==> src/rtl/rwpm_pkg.sv <==
// shared types and constants for the rating window pair matcher
// used by rwpm_cell and rating_window_pair_matcher_top; depends on nothing
package rwpm_pkg;

   localparam int ENTRIES  = 16;
   localparam int ID_BITS  = 16;
   localparam int IDX_W    = $clog2(ENTRIES);
   localparam int CNT_W    = $clog2(ENTRIES + 1);
   localparam int RATING_W = 12;
   localparam int TIME_W   = 32;

   // input selector codes, anything else is a tick
   localparam logic [1:0] OP_ENQUEUE = 2'd0;
   localparam logic [1:0] OP_DEQUEUE = 2'd1;

   // register indexes
   localparam logic REG_RATING_RANGE = 1'b0;
   localparam logic REG_TIMEOUT      = 1'b1;

   typedef enum logic [2:0] {
      KIND_MATCH     = 3'd0,
      KIND_TIMED_OUT = 3'd1,
      KIND_ADDED     = 3'd2,
      KIND_DUPLICATE = 3'd3,
      KIND_FULL      = 3'd4,
      KIND_REMOVED   = 3'd5,
      KIND_NOT_FOUND = 3'd6,
      KIND_TICK_DONE = 3'd7
   } kind_type;

   typedef enum logic [1:0] {
      CELL_HOLD,
      CELL_LOAD,
      CELL_SHIFT1,
      CELL_SHIFT2
   } cell_cmd_type;

   typedef enum logic [2:0] {
      ST_IDLE,
      ST_SINGLE,
      ST_PAIR,
      ST_EXPIRE,
      ST_DONE
   } state_type;

   typedef struct packed {
      logic [ID_BITS-1:0]  id;
      logic [RATING_W-1:0] rating;
      logic [TIME_W-1:0]   join_time;
   } slot_type;

   // values broadcast to every cell
   typedef struct packed {
      logic [ID_BITS-1:0]  probe_id;
      logic [RATING_W-1:0] anchor_rating;
      logic [RATING_W-1:0] rating_range;
      logic [TIME_W-1:0]   now;
      logic [TIME_W-1:0]   timeout;
   } cell_key_type;

   typedef struct packed {
      logic id_match;
      logic rate_match;
      logic expired;
   } cell_flags_type;

endpackage

==> src/rtl/rwpm_cell.sv <==
// one slot of the arrival-ordered table with its local compares
// depends on rwpm_pkg
module rwpm_cell (
   input  logic                   clock,
   input  rwpm_pkg::cell_cmd_type cmd,
   input  rwpm_pkg::slot_type     load_data,
   input  rwpm_pkg::slot_type     next1,
   input  rwpm_pkg::slot_type     next2,
   input  rwpm_pkg::cell_key_type key,
   output rwpm_pkg::slot_type     slot,
   output rwpm_pkg::cell_flags_type flags
);

   rwpm_pkg::slot_type slot_ff;
   rwpm_pkg::slot_type slot_in;
   logic [rwpm_pkg::RATING_W-1:0] diff;
   logic [rwpm_pkg::TIME_W-1:0]   waited;

   // slot update: hold, take new word, or shift down by one or two
   always_comb begin
      case (cmd)
         rwpm_pkg::CELL_LOAD:   slot_in = load_data;
         rwpm_pkg::CELL_SHIFT1: slot_in = next1;
         rwpm_pkg::CELL_SHIFT2: slot_in = next2;
         default:               slot_in = slot_ff;
      endcase
   end

   always_ff @(posedge clock) begin
      slot_ff <= slot_in;
   end

   // local compares
   always_comb begin
      if (slot_ff.rating >= key.anchor_rating) begin
         diff = slot_ff.rating - key.anchor_rating;
      end else begin
         diff = key.anchor_rating - slot_ff.rating;
      end
      waited           = key.now - slot_ff.join_time;
      flags.id_match   = (slot_ff.id == key.probe_id);
      flags.rate_match = (diff <= key.rating_range);
      flags.expired    = (waited >= key.timeout);
   end

   assign slot = slot_ff;

endmodule
==> config.mk <==
export PLATFORM = sky130hd
export DESIGN_NAME = rwpm_cell
export DESIGN_NICKNAME = d
export VERILOG_FILES = /design/src/rtl/rwpm_pkg.sv /design/src/rtl/rwpm_cell.sv
export SDC_FILE = /design/constraint.sdc
export NUM_CORES = 1
export LEC_CHECK = 0
export BUFFER_PORTS_ARGS = -buffer_cell sky130_fd_sc_hd__buf_2
export CAP_MARGIN = 10
export CORE_UTILIZATION = 35
export CTS_CLUSTER_DIAMETER = 100
export DETAILED_ROUTE_END_ITERATION = 10
export GPL_TIMING_DRIVEN = 0
export PLACE_DENSITY = 0.75
export SYNTH_ARGS = -nofsm -noshare
export SYNTH_HDL_FRONTEND = slang
export SYNTH_SLANG_ARGS = --single-unit
==> constraint.sdc <==
create_clock -name clock -period 9.45 [get_ports clock]
set_clock_uncertainty 0.1 [all_clocks]
set_input_delay 1.4175 -clock clock [delete_from_list [all_inputs] [get_ports clock]]
set_output_delay 1.4175 -clock clock [all_outputs]
set_load 0.03 [all_outputs]
==> results of run 1 <==
## power by group
part,switching [mW],internal [mW]
clock network,0.146,0.206
logic,0.447,0.322
registers,0.0244,0.332
total,0.617,0.859
## path summary, 6_finish.rpt
check,endpoint,slack (ns),from
min,slot[7],1.29,load_data[7]
max,flags[0],1.77,key[32]
## cells in the final DEF (no fill, tap or decap), types with 4 or more instances in the layout
master and n:
nand3_1 12, o21bai_1 4, edfxtp_1 60, buf_2 349
mux2i_1 68, o21ai_0 14, a2111oi_0 4, o21ai_1 6
nor2_1 89, nand2_1 34, nor2b_1 7, clkbuf_1 28
a21o_1 37, nor3_1 16, a31oi_1 6, nand4_1 21
o21a_1 8, clkbuf_16 9, nand2b_1 6, buf_1 7
inv_1 111, a21oi_1 108, xnor2_1 42, and3_1 4
xor2_1 14, ha_1 98
## logic make-up (layout without fill, tap and decap cells)
group | after synthesis | in the layout | synth area share
compound gates | 225 | 225 | 0.197
simple gates | 204 | 204 | 0.132
buf+inv | 151 | 514 | 0.0807
fa+ha+maj | 101 | 101 | 0.177
mux | 70 | 70 | 0.0974
flops | 60 | 60 | 0.248
xor+xnor | 56 | 56 | 0.0676
other cells | 0 | 1 | 0
## cell type report
class | instances | area share
Multi-Input combinational cell | 656 | 0.506
Buffer | 40 | 0.0175
Clock buffer | 9 | 0.0234
Timing Repair Buffer | 347 | 0.180
Antenna cell | 1 | 0.000260
Sequential cell | 60 | 0.187
Clock inverter | 7 | 0.00792
Inverter | 111 | 0.0432
Tap cell | 270 | 0.0350
## through the flow
step | area, um^2 | util | worst slack [ns] | std cells
final | 9640 | 0.475 | 1.77 | 1501
after detailed placement | 9340 | 0.460 | 1.89 | 1484
after CTS | 9640 | 0.475 | 1.88 | 1500
after global placement | 9330 | 0.460 | 1.82 | 1484
after global routing | 9640 | 0.475 | 1.50 | 1501
after floorplan | 7260 | - | 3.13 | 867
## per-layer routing
| metal | share of wire | track usage | up-vias |
|---|---|---|---|
| met4 | 0.017 | 0.0589 | 2 |
| met3 | 0.057 | 0.0408 | 30 |
| li1 | - | - | 3801 |
| met2 | 0.47 | 0.380 | 303 |
| met1 | 0.46 | 0.306 | 3471 |
| met5 | 0.00068 | 0 | - |
==> results.tsv, run 1 <==
stage	metric	value	unit
synthesis	top-count cell post-synth	inv_1	
global_route	vias in the first global route	7282	
drt	vias per cell	5.07	
global_route	GRT overflow	0	
sta	Setup TNS	0	ns
cts	CTS Sinks	60	
cts	Post-CTS Setup Repair Bufs	0	
drt	DR vias	7607	
sta	slew of the pin with the lowest slew margin	1.26	ns
drt	ANT nets after route	0	
flow_run	max cap viols	0	
cts	H-Tree Depth	3	
synthesis	synth warn	0	
floorplan	Die Ht	146	um
cts	Num CTS Buffers	9	
setup_path	Worst setup EP type	output pin	
pwr	P_leak	5.10	nW
global_route	largest net degree at the start of global routing	61	
cts	Reg clk slew, reported paths	0.07	ns
synthesis	cell taking the most area after synthesis	edfxtp_1	
floorplan	num rows	52	
sta	period utilization	0.813	
synthesis	post-synth top area share	0.248	
setup_path	Crit Path Max Fanout	4	
synthesis	synthesized area	7260	um^2
synthesis	Synth async-reset ratio	0	
setup_path	Stages on worst setup path	18	
pwr	total power	1.48	mW
outcome	outcome	complete, no violations	
synthesis	Post-synth EDFFs	60	
setup_path	Crit path max-delay family	compound AO/OA/AOI/OAI gates	
worst_hold_path	Hold Path Class	input port to flip-flop	
cts	hold buffer count at CTS	0	
setup_path	worst path arrival time	6.16	ns
cells_and_area	max reg flops	60	
setup_path	Setup CP Type	input port to output pin	
cts	Root Driver	clkbuf_16	
cells_and_area	register area	1800	um^2
sta	RSZ-0062 raised after global routing	false	
synthesis	Synth top cells by count	inv_1 (111), a21oi_1 (108), ha_1 (98)	
sta	max-slew violations	0	
synthesis	Mean Syn Cell Area	8.37	um^2
cts	clock tree buffer depth	2	
global_route	Global Route Usage Sum	0.229	
sta	max frequency	0.130	GHz
setup_path	Cell Chain, Critical Path	buf_2 -> inv_1 -> ha_1 -> inv_1 -> fa_1 -> a21o_1 -> a221oi_2 -> o211a_1 -> o21bai_2 -> a2111oi_0 -> nor3_1 -> xor2_1 -> ha_1 -> nand4_1 -> nor3_1 -> a2111oi_0 -> nand3_1 -> buf_2	
setup_path	max incr delay on CP	1.08	ns
floorplan	Ports	350	
drt	DRT iter0 DRCs	483	
place	PortBufs	347	
synthesis	number of distinct library cells after synthesis	59	
setup_path	CP Launch Type	input port	
drt	DR pass1 iterations	5	
setup_path	WP data required	7.93	ns
cells_and_area	area of the multi-input gates	4870	um^2
floorplan	Die Area	21300	um^2
pwr	pwr/cell area	153	nW/um^2
cells_and_area	Fill cells	1981	
place	DP Wirelength	20800	um
sta	final hold violation count	0	
synthesis	Syn Nets	1255	
setup_path	CP bufs+invs	4	
synthesis	Seq/Total Area, Yosys	0.248	
cts	CTS tree	done	
synthesis	#FFs+latches synth	60	
cells_and_area	area grow syn2layout	32.8	%
sta	endpoints failing setup	0	
pwr	VDD IR-drop max	0.0000765	V
place	routability congestion estimate	0.903	
sta	Min Clock Period, post-route	7.68	ns
worst_hold_path	WHS Path Cells	3	
synthesis	top post-synthesis cells by area	edfxtp_1 (25%), ha_1 (17%), mux2i_1 (9.4%)	
setup_path	slowest library cell on the worst path	a2111oi_0	
drt	Post-Route WL	24900	um
sta	WHS	1.29	ns
floorplan	initial core utilization	0.358	
drt	routed len/inst	16.6	um
cells_and_area	final-stage net count	1613	
synthesis	Synth Flop Type	edfxtp_1	
floorplan	core area	20300	um^2
global_route	first-pass GRT wire length	37900	um
cts	Post-CTS Resized	0	
global_route	initial antenna violation count	3	
synthesis	Cells after Synth	867	
sta	Slew headroom	0.139	
floorplan	die extent in x	146	um
drt	drt drc	0	
cells_and_area	fraction of layout cells with a size suffix above 1	0.312	
Power figures use the tool's default switching activity.
==> run 2: changes to the inputs <==
--- a/config.mk
+++ b/config.mk
@@ -5,13 +5,14 @@
 export SDC_FILE = /design/constraint.sdc
 export NUM_CORES = 1
 export LEC_CHECK = 0
+export ABC_AREA = 1
 export BUFFER_PORTS_ARGS = -buffer_cell sky130_fd_sc_hd__buf_2
 export CAP_MARGIN = 10
 export CORE_UTILIZATION = 35
 export CTS_CLUSTER_DIAMETER = 100
 export DETAILED_ROUTE_END_ITERATION = 10
 export GPL_TIMING_DRIVEN = 0
-export PLACE_DENSITY = 0.75
+export PLACE_DENSITY = 0.76
 export SYNTH_ARGS = -nofsm -noshare
 export SYNTH_HDL_FRONTEND = slang
 export SYNTH_SLANG_ARGS = --single-unit
==> constraint.sdc (replaced) <==
create_clock -name clock -period 6.8 [get_ports clock]
set_clock_uncertainty 0.1 [all_clocks]
set_input_delay 1.02 -clock clock [delete_from_list [all_inputs] [get_ports clock]]
set_output_delay 1.02 -clock clock [all_outputs]
set_load 0.03 [all_outputs]
==> results.tsv, run 2 <==
stage	metric	value	unit	change
drt	Post-Route WL	29100	um	was 24900 um
place	DP Wirelength	24900	um	was 20800 um
synthesis	Syn Nets	1735		was 1255
cells_and_area	final-stage net count	2093		was 1613
cts	CTS Sinks	60		unchanged
synthesis	top post-synthesis cells by area	nand2_1 (23%), edfxtp_1 (22%), ha_1 (15%)		was edfxtp_1 (25%), ha_1 (17%), mux2i_1 (9.4%)
cells_and_area	fraction of layout cells with a size suffix above 1	0.226		was 0.312
place	Placed Cells incl. Taps	2007		was 1484
floorplan	num rows	55		was 52
cts	clock tree buffer depth	2		unchanged
drt	ANT nets after route	0		unchanged
drt	DR vias	9788		was 7607
drt	routed len/inst	14.4	um	was 16.6 um
global_route	vias in the first global route	8980		was 7282
cts	Post-CTS Setup Repair Bufs	0		unchanged
setup_path	worst path arrival time	3.89	ns	was 6.16 ns
synthesis	synthesized area	8190	um^2	was 7260 um^2
cells_and_area	most common cell after layout, fill and taps aside	nand2_1		was buf_2
sta	max frequency	0.199	GHz	
synthesis	Seq/Total Area, Yosys	0.220		was 0.248
synthesis	Synth async-reset ratio	0		unchanged
cts	Num CTS Buffers	9		unchanged
global_route	first-pass GRT wire length	43900	um	was 37900 um
setup_path	CP Launch Type	input port		unchanged
floorplan	Die Ht	155	um	was 146 um
cells_and_area	commonest non-fill, non-tap cells in the layout	nand2_1 (505), buf_2 (355), inv_1 (261), nand3_1 (175), ha_1 (98)		was buf_2 (349), inv_1 (111), a21oi_1 (108), ha_1 (98), nor2_1 (89)
global_route	GRT overflow	0		unchanged
drt	DRT iter0 DRCs	624		was 483
worst_hold_path	Hold Path Class	input port to flip-flop		unchanged
flow_run	max cap viols	0		unchanged
floorplan	die extent in x	155	um	was 146 um
floorplan	Die Area	24000	um^2	was 21300 um^2
sta	period utilization	0.737		
sta	max-slew violations	0		unchanged
sta	Setup TNS	0	ns	unchanged
global_route	initial antenna violation count	3		unchanged
cells_and_area	max reg flops	60		unchanged
synthesis	cell taking the most area after synthesis	nand2_1		was edfxtp_1
cells_and_area	area grow syn2layout	29.6	%	was 32.8%
synthesis	post-synth top area share	0.232		was 0.248
synthesis	synth warn	0		unchanged
place	PortBufs	347		unchanged
drt	drt drc	0		unchanged
drt	vias per cell	4.83		was 5.07
setup_path	Crit Path Max Fanout	4		unchanged
synthesis	Synth top cells by count	nand2_1 (505), inv_1 (261), nand3_1 (175)		was inv_1 (111), a21oi_1 (108), ha_1 (98)
synthesis	Synth Flop Type	edfxtp_1		unchanged
sta	slew of the pin with the lowest slew margin	0.892	ns	was 1.26 ns
cts	H-Tree Depth	3		unchanged
floorplan	core area	22800	um^2	was 20300 um^2
setup_path	WP data required	5.68	ns	was 7.93 ns
cells_and_area	Core Util, Final	0.466		was 0.475
sta	WHS	0.861	ns	was 1.29 ns
outcome	outcome	complete, no violations		unchanged
sta	endpoints failing setup	0		unchanged
place	routability congestion estimate	0.980		was 0.903
sta	final hold violation count	0		unchanged
synthesis	Mean Syn Cell Area	6.08	um^2	was 8.37 um^2
synthesis	Cells after Synth	1347		was 867
drt	DR pass1 iterations	7		was 5
global_route	Global Route Usage Sum	0.237		was 0.229
cts	hold buffer count at CTS	0		unchanged
synthesis	top-count cell post-synth	nand2_1		was inv_1
cts	Post-CTS Resized	0		unchanged
synthesis	#FFs+latches synth	60		unchanged
setup_path	Worst setup EP type	output pin		unchanged
pwr	total power	2.07	mW	was 1.48 mW
cts	CTS tree	done		unchanged
synthesis	number of distinct library cells after synthesis	32		was 59
floorplan	initial core utilization	0.359		was 0.358
cts	Reg clk slew, reported paths	0.06	ns	was 0.07 ns
floorplan	Ports	350		unchanged
global_route	largest net degree at the start of global routing	61		unchanged
synthesis	Post-synth EDFFs	60		unchanged
pwr	P_leak	6.43	nW	was 5.10 nW
cells_and_area	final cell count without fillers	2025		was 1501
sta	Slew headroom	0.405		was 0.139
sta	Min Clock Period, post-route	5.01	ns	
pwr	VDD IR-drop max	0.000103	V	was 0.0000765 V
pwr	pwr/cell area	195	nW/um^2	was 153 nW/um^2
cts	Root Driver	clkbuf_16		unchanged
setup_path	Setup CP Type	input port to output pin		unchanged
sta	RSZ-0062 raised after global routing	false		unchanged
==> run 2: changes by cell type in the layout (fill, tap and decap cells not counted), sizes merged, moves of 15 or more <==
| cell | before | now |
|---|---|---|
| xnor2 | 42 | 6 |
| inv | 112 | 263 |
| a21oi | 110 | 51 |
| nor2 | 89 | 71 |
| nand3 | 12 | 175 |
| nand2 | 35 | 509 |
| a21o | 37 | 2 |
| xor2 | 14 | 29 |
| mux2i | 68 | 0 |
==> run 2: final timing paths <==
kind / slack (ns) / cells after the start / start / to
worst min-delay path: 0.86 / 3 / next1[58] / slot[58]
worst max-delay path: 1.79 / 23 / key[32] / flags[0]
==> run 2: cell families (layout without fill, tap and decap cells) <==
group                    count (synthesis)  in the layout  synth area share
XOR/XNOR                                35             35            0.0374
other                                    0              3                 0
AND/OR/NAND/NOR                        786            786             0.400
AO/OA/AOI/OAI                           73             73            0.0488
buffers and inverters                  292            654             0.137
adder cells (fa/ha/maj)                101            101             0.157
flip-flops                              60             60             0.220
==> run 2: layout make-up <==
| class | count | area (um^2) |
|---|---|---|
| Fill cell | 2388 | 12200 |
| Sequential cell | 60 | 1800 |
| Buffer | 29 | 134 |
| Multi-Input combinational cell | 995 | 5270 |
| Antenna cell | 3 | 7.51 |
| Inverter | 263 | 987 |
| Timing Repair Buffer | 347 | 1740 |
| Clock inverter | 5 | 53.8 |
| Tap cell | 313 | 392 |
| Clock buffer | 10 | 229 |
==> run 2: where the power goes <==
part | leakage (nW) | internal, mW | switching, mW
Sequential | 0.619 | 0.463 | 0.0372
Clock | 0.142 | 0.280 | 0.166
Combinational | 5.67 | 0.408 | 0.719
Total | 6.43 | 1.15 | 0.923
==> run 2: critical path, stage by stage <==
cell     delay (ns)
buf_2          0.10
inv_1          0.05
ha_1           0.14
inv_1          0.08
fa_1           0.45
nand3_1        0.10
nand3_1        0.12
nand2_1        0.09
nand2_1        0.13
nand2_1        0.10
nand2_1        0.13
nand2_1        0.13
nand2_1        0.06
nand2_1        0.06
nand2_1        0.08
ha_1           0.28
nand2_1        0.04
nor2_1         0.12
nand2_1        0.10
nor4_1         0.18
nand2_1        0.08
nand2_1        0.05
buf_2          0.18
==> run 2: stage by stage <==
stage | area, um^2 | setup WS (ns)
floorplan | 8190 | 2.35
global placement | 10300 | 1.84
detailed placement | 10300 | 1.82
CTS | 10600 | 1.81
global route | 10600 | 1.49
finish | 10600 | 1.79
==> run 2: routing by layer <==
metal / vias to the layer above / GRT usage / part of all wire
met4: 0 / 0.100 / 0.033
met2: 436 / 0.408 / 0.47
met3: 61 / 0.0465 / 0.073
li1: 4933 / - / -
met1: 4358 / 0.289 / 0.43
met5: - / 0 / 0
